<file path="src/rtl/irs_div.sv">
// Iterative restoring divider: 48-bit dividend, 40-bit divisor, one
// quotient bit per cycle. No package dependencies.
`default_nettype none
module irs_div (
    input  wire logic        i_clk,
    input  wire logic        i_rst_n,
    input  wire logic        i_start,
    input  wire logic [47:0] i_num,
    input  wire logic [39:0] i_den,
    output logic             o_done,
    output logic [47:0]      o_quot
);
    logic [47:0] r_q, n_q;
    logic [40:0] r_rem, n_rem;
    logic [39:0] r_den, n_den;
    logic [5:0]  r_cnt, n_cnt;
    logic        r_busy, n_busy, r_done, n_done;
    logic [40:0] sh;

    always_comb begin
        n_q = r_q; n_rem = r_rem; n_den = r_den; n_cnt = r_cnt;
        n_busy = r_busy; n_done = 1'b0;
        sh = {r_rem[39:0], r_q[47]};
        if (i_start) begin
            n_q = i_num; n_rem = '0; n_den = i_den; n_cnt = 6'd47; n_busy = 1'b1;
        end else if (r_busy) begin
            if (sh >= {1'b0, r_den}) begin
                n_rem = sh - {1'b0, r_den};
                n_q = {r_q[46:0], 1'b1};
            end else begin
                n_rem = sh;
                n_q = {r_q[46:0], 1'b0};
            end
            n_cnt = r_cnt - 6'd1;
            if (r_cnt == 6'd0) begin
                n_busy = 1'b0; n_done = 1'b1;
            end
        end
    end

    always_ff @(posedge i_clk) begin
        if (!i_rst_n) begin
            r_busy <= 1'b0; r_done <= 1'b0;
        end else begin
            r_busy <= n_busy; r_done <= n_done;
        end
        r_q <= n_q; r_rem <= n_rem; r_den <= n_den; r_cnt <= n_cnt;
    end

    assign o_done = r_done;
    assign o_quot = r_q;
endmodule
`default_nettype wire

</file>
<file path="config.mk">
export PLATFORM = sky130hd
export DESIGN_NAME = irs_div
export DESIGN_NICKNAME = d
export VERILOG_FILES = /design/src/rtl/irs_div.sv
export SDC_FILE = /design/constraint.sdc
export NUM_CORES = 1
export LEC_CHECK = 0
export BUFFER_PORTS_ARGS = -buffer_cell sky130_fd_sc_hd__buf_4
export CORE_MARGIN = 2
export CORE_UTILIZATION = 30
export CTS_CLUSTER_SIZE = 25
export DETAILED_ROUTE_END_ITERATION = 10
export GPL_ROUTABILITY_DRIVEN = 0
export PLACE_DENSITY_LB_ADDON = 0.25
export SLEW_MARGIN = 15
export SYNTH_ARGS = -nofsm -noshare
export SYNTH_HDL_FRONTEND = slang
export SYNTH_SLANG_ARGS = --single-unit
</file>
<file path="constraint.sdc">
create_clock -name i_clk -period 6.2 [get_ports i_clk]
set_input_delay 0.31 -clock i_clk [delete_from_list [all_inputs] [get_ports i_clk]]
set_output_delay 0.31 -clock i_clk [all_outputs]
set_load 0.01 [all_outputs]
</file>
==> out/qor.txt, run 1 <==
Status - completed
Final hold vios - 0
Worst path top cell family by delay - compound AO/OA/AOI/OAI gates
Setup violations, final - 0
Post-synth top area share - 33.4%
Avg Inst Size Synth - 9.99 sq um
Die Wd - 166 um
Synth-to-layout area growth - 24.4%
Routed WL per cell - 17.1 um
Gr usage total - 15.7%
Vias/cell - 5.13
Layout Skew - 0.0120 ns
Async SR Flop Fraction - 0%
CTS max path bufs - 2
CP Capture Type - register
#FFs+latches synth - 136
Hold Startpoint - i_den[31]
Pre-antenna DRT Iters - 5
RSZ-0062 raised after global routing - no
Remaining antenna violation count after routing - 0
Final setup margin - 2.68 ns
Tightest Pin Transition - 1.01 ns
Nets - 1051
PwrDens - 276 mW/mm^2
MaxCap Viol Count - 0
R2r setup slk - 2.68 ns
# fillers - 2635
Setup tns final - 0 ns
Worst Path Buf+Inv - 2
Reg-to-Reg Start - r_den[30]
Initial antenna violation count - 1
Gates resized, CTS repair - 0
Slew Limit Fails - 0
CP Data Arrival Time - 3.85 ns
Row count - 59
Largest net degree at the start of global routing - 69
Number of hold buffers added after cts - 0
Clk Latency, worst-skew pair - 0.43 ns
Core Util, Final - 37.9%
Top FF cell, synth - edfxtp_1
Final min period - 3.52 ns
Drt initial violations - 325
Crit path kind - register to register
Post-DP HPWL - 15500 um
GRT overflow - 0
Synth unique cells - 70
YS warnings - 0
Slew HR - 32.8%
Vias - 6495
Hold Path End - r_den[31]
Maximum vdd ir drop - 0.152 mV
Cell accounting for the most synthesized area - edfxtp_1
Final Total Pwr - 2.71 mW
Crit-path cells - inv_1 > ha_1 > and3_1 > a221o_1 > a21o_1 > a211o_4 > a31oi_4 > buf_4 > nand2_1 > a311oi_1
H-tree depth - 4
Netlist Area Pre-Place - 0.00792 sq mm
# port buffers - 139
Synth top area cells - edfxtp_1 (33%), dfxtp_1 (12%), mux2_2 (7.0%)
Clock buffer count from CTS - 17
Startpoint Class - register
Placed insts - 1233
Leakage - 4.00 nW
Sequential fraction of the synthesis area - 45.5%
Reg-to-Reg End - r_rem[25]
# DRC - 0
Hold Path Stages - 1
Design area - 0.00985 sq mm
CTS tree - built
Clk slew on worst S/H paths - 0.07 ns
R2r worst-path depth - 10
Vias in the first global route - 6629
Height of the die - 166 um
CTS sink count - 136
Place WS - 2.68 ns
Worst Hold Margin - 0.0464 ns
Post-route clock period utilization - 56.7%
Initial Util - 30.5%
Final cell count without fillers - 1265
Ports - 140
Net count after synthesis - 927
Share of layout cells above drive strength 1 - 26.6%
Fmax achieved - 0.284 GHz
Hold crit path type - input port to register
Crit path max fanout - 22
Clock root cell - clkbuf_16
Slowest-stage cell, CP - a31oi_4
Core area - 0.0260 sq mm
First-pass GRT wire length - 35000 um
Post-DP Area - 0.00924 sq mm
Worst EP required - 6.53 ns
Area of the die - 0.0277 sq mm
Antenna cells - 0
Post-CTS Setup Inserts - 0
Syn Inst Count - 793
Crit-path max cell delay - 0.62 ns
Total wire length - 21600 um
Number of enable flip-flop cells after synthesis - 88
==> state kept, by name, indices dropped and copies added (netlist names) <==
signal,flops
o_quot,48
r_den,40
r_rem,40
r_cnt,6
o_done,1
r_busy,1
==> layout by cell type (no fill, tap or decap), drive strengths merged, types with 14 or more instances in the layout <==
cell type / instances
clkbuf: 17
xnor2: 22
inv: 66
a311oi: 31
dfxtp: 48
mux2: 49
nand3: 14
edfxtp: 88
o21ai: 38
buf: 143
nor2: 70
nand2: 94
a21oi: 46
ha: 42
==> worst max-delay path by stage <==
stage	endpoint	slack (ns)	depth (start not counted)	startpoint
detailed placement	r_rem[22]	2.68	10	r_den[30]
floorplan	r_rem[38]	3.49	12	o_quot[47]
global placement	r_rem[25]	2.64	10	r_den[30]
CTS	r_rem[22]	2.66	10	r_den[30]
finish	r_rem[25]	2.68	10	r_den[30]
global route	r_rem[25]	2.40	10	r_rem[25]
==> cells by family (layout without fill, tap and decap cells) <==
family,after synthesis,in the layout,share of synthesized area (%)
AND/OR/NAND/NOR,243,243,14.1
multiplexers,51,51,7.22
buffers and inverters,94,231,4.82
flip-flops,136,136,45.5
AO/OA/AOI/OAI,192,192,17.7
adder cells (fa/ha/maj),43,43,6.89
XOR/XNOR,34,34,3.76
==> worst register-to-register path, cell delays in order, from the launching register on <==
cell      delay, ns
edfxtp_1       0.36
inv_1          0.05
ha_1           0.43
and3_1         0.27
a221o_1        0.34
a21o_1         0.22
a211o_4        0.32
a31oi_4        0.63
buf_4          0.41
nand2_1        0.13
a311oi_1       0.27
==> layer usage <==
layer	routed length (um)	GRT usage [%]	up-vias
met1	9880	20.3	3099
met5	10	0	-
met3	1710	6.15	26
li1	-	-	3176
met4	331	4.24	2
met2	9690	24.5	192
==> power breakdown <==
group | leakage, nW | switching [mW] | internal [mW] | total [mW]
Sequential | 1.27 | 0.0407 | 1.05 | 1.09
Clock | 0.299 | 0.457 | 0.612 | 1.07
Combinational | 2.43 | 0.310 | 0.244 | 0.554
==> synth_stat cells, drive strengths merged, types with 12 or more instances <==
cell and number:
nand2 94, edfxtp 88, nor2 70, inv 56
mux2 49, dfxtp 48, a21oi 46, ha 42
o21ai 38, a311oi 31, clkbuf 26, xnor2 22
nand3 14, buf 12, xor2 12
==> cell type report <==
type	instances	area, sq um	share of cell area, %
clock buffer	17	425	4.32
sequential	136	3600	36.6
multi-input combinational	563	3930	39.9
clock inverter	15	181	1.84
inverter	56	210	2.13
tap	335	419	4.26
timing repair buffer	143	1070	10.9
Power figures use the tool's default switching activity.
==> inputs of run 2 (changes only) <==
clock period = 3.4 ns   (was 6.2 ns; I/O delays follow)
==> out/qor.txt, run 2 (same netlist as run 1, synthesis figures left out) <==
Status - completed
R2r worst-path depth - 12 (+2)
Die Wd - 166 um (unchanged)
Clk slew on worst S/H paths - 0.07 ns (about the same)
Crit path max fanout - 16 (-27%)
Ports - 140 (unchanged)
Final hold vios - 0 (unchanged)
MaxCap Viol Count - 0 (unchanged)
# port buffers - 139 (unchanged)
Startpoint Class - register
CTS tree - built
R2r setup slk - 0.24 ns (-2.44 ns)
Hold crit path type - input port to register
Gates resized, CTS repair - 0 (unchanged)
Area of the die - 0.0277 sq mm (unchanged)
Core area - 0.0260 sq mm (unchanged)
Crit-path max cell delay - 0.42 ns (-0.20 ns)
Total wire length - 21800 um (+1.0%)
Reg-to-Reg Start - r_den[24]
Slew HR - 38.7% (+5.8 points)
Gr usage total - 16.0% (+0.27 points)
RSZ-0062 raised after global routing - no
Tightest Pin Transition - 0.916 ns (-0.0896 ns)
Clock buffer count from CTS - 17 (unchanged)
Drt initial violations - 419 (+29%)
Maximum vdd ir drop - 0.279 mV (+84%)
Post-route clock period utilization - 92.9% (+36 points)
Placed insts - 1255 (+1.8%)
Crit path from - r_den[24]
Slowest-stage cell, CP - nor4_1
CP Capture Type - register
Commonest non-fill, non-tap cell in the layout - buf_4
Crit-path cells - inv_1 > ha_1 > buf_4 > nand4_1 > nor4_1 > nand4_1 > nor4_1 > or4_4 > a31oi_4 > buf_4 > or3b_1 > a311oi_1
Synth-to-layout area growth - 31.6%
Height of the die - 166 um (unchanged)
Nets - 1116 (+6.2%)
Antenna cells - 0 (unchanged)
# DRC - 0 (unchanged)
Pre-antenna DRT Iters - 5 (unchanged)
Number of flip-flops in the largest register - 48 (unchanged)
PwrDens - 468 mW/mm^2 (+70%)
CTS max path bufs - 2 (unchanged)
Clk Latency, worst-skew pair - 0.43 ns (about the same)
Worst EP required - 3.73 ns (-2.80 ns)
CTS sink count - 136 (unchanged)
Setup tns final - 0 ns (unchanged)
Remaining antenna violation count after routing - 0 (unchanged)
Post-DP HPWL - 15900 um (+2.5%)
Reg-to-Reg End - r_rem[21]
Initial antenna violation count - 0 (-1)
First-pass GRT wire length - 35800 um (+2.5%)
Core Util, Final - 40.1% (+2.2 points)
Vias in the first global route - 6795 (+2.5%)
Vias/cell - 5.01 (-2.4%)
Layout Skew - 0.0128 ns (+0.000773 ns)
Largest net degree at the start of global routing - 67 (-2.9%)
Leakage - 4.26 nW (+6.5%)
Final min period - 3.16 ns (-0.360 ns)
Fmax achieved - 0.317 GHz (+11%)
Clock root cell - clkbuf_16
GRT overflow - 0 (unchanged)
Commonest cells after routing, fill and taps aside - buf_4 (165), nand2_1 (93), edfxtp_1 (88)
Routed WL per cell - 16.4 um (-3.8%)
Row count - 59 (unchanged)
Hold Startpoint - i_start
Share of layout cells above drive strength 1 - 27.2% (+0.60 points)
Slew Limit Fails - 0 (unchanged)
Hold Path End - r_rem[5]
Final cell count without fillers - 1329 (+5.1%)
CP Data Arrival Time - 3.49 ns (-0.36 ns)
Vias - 6663 (+2.6%)
Crit path kind - register to register
Setup violations, final - 0 (unchanged)
Hold Path Stages - 2 (+1)
Initial Util - 30.5% (unchanged)
H-tree depth - 4 (unchanged)
## run 2: cell types whose count changed in the layout (fill, tap and decap cells not counted), sizes merged
| cell | change |
|---|---|
| buf | +24 |
| bufinv | -1 |
| clkinv | +1 |
| clkinvlp | +2 |
| dlygate4sd3 | +41 |
| inv | -3 |
## run 2: power breakdown
part / total (mW) / internal, mW / switching [mW]
Sequential: 1.99 / 1.91 / 0.0738
Clock: 1.81 / 1.02 / 0.788
Combinational: 1.08 / 0.506 / 0.576
## run 2: worst max-delay path by stage
stage	end	slack, ns	depth (start not counted)
floorplan	r_rem[38]	0.69	12
global placement	r_rem[34]	0.18	11
detailed placement	r_rem[28]	0.04	11
CTS	r_rem[28]	0.02	11
global route	r_rem[21]	0.02	12
finish	r_rem[21]	0.24	12
## run 2: cell type report
type / instances / area [sq um]
Sequential cell: 136 / 3600
Inverter: 56 / 210
Tap cell: 335 / 419
Clock inverter: 14 / 139
Timing Repair Buffer: 208 / 1690
Multi-Input combinational cell: 563 / 3930
Fill cell: 2594 / 15600
Clock buffer: 17 / 425
## run 2: timing repair
action                     CTS  global route
hold endpoints to repair    41             0
hold buffers                41             0
buffers inserted             0             2
setup endpoints to repair    0            22
## run 2: metal layers
| layer | track usage (%) | part of all wire, % | vias to the layer above |
|---|---|---|---|
| li1 | - | - | 3309 |
| met1 | 21.5 | 47 | 3150 |
| met2 | 24.7 | 45 | 182 |
| met3 | 5.39 | 6.8 | 22 |
| met4 | 4.09 | 1.2 | 0 |
| met5 | 0 | 0 | - |
## run 2: critical path, delay by kind of cell, from the launching register on
kind / cells / cell delay (ns)
AND/OR/NAND/NOR: 6 / 1.67
flip-flops: 1 / 0.32
adder cells (fa/ha/maj): 1 / 0.32
AO/OA/AOI/OAI: 2 / 0.31
buffers and inverters: 3 / 0.44
## run 2: stage by stage
stage | power [mW] | worst slack [ns] | hold slack (ns) | area [sq um]
floorplan | 2.67 | 0.689 | 0.269 | 7920
global placement | 3.06 | 0.179 | 0.349 | 9430
detailed placement | 3.06 | 0.0445 | 0.349 | 9430
CTS | 4.93 | 0.0233 | 0.00831 | 10400
global route | 5.14 | 0.0201 | 0.0201 | 10400
finish | 4.88 | 0.242 | 0.0172 | 10400
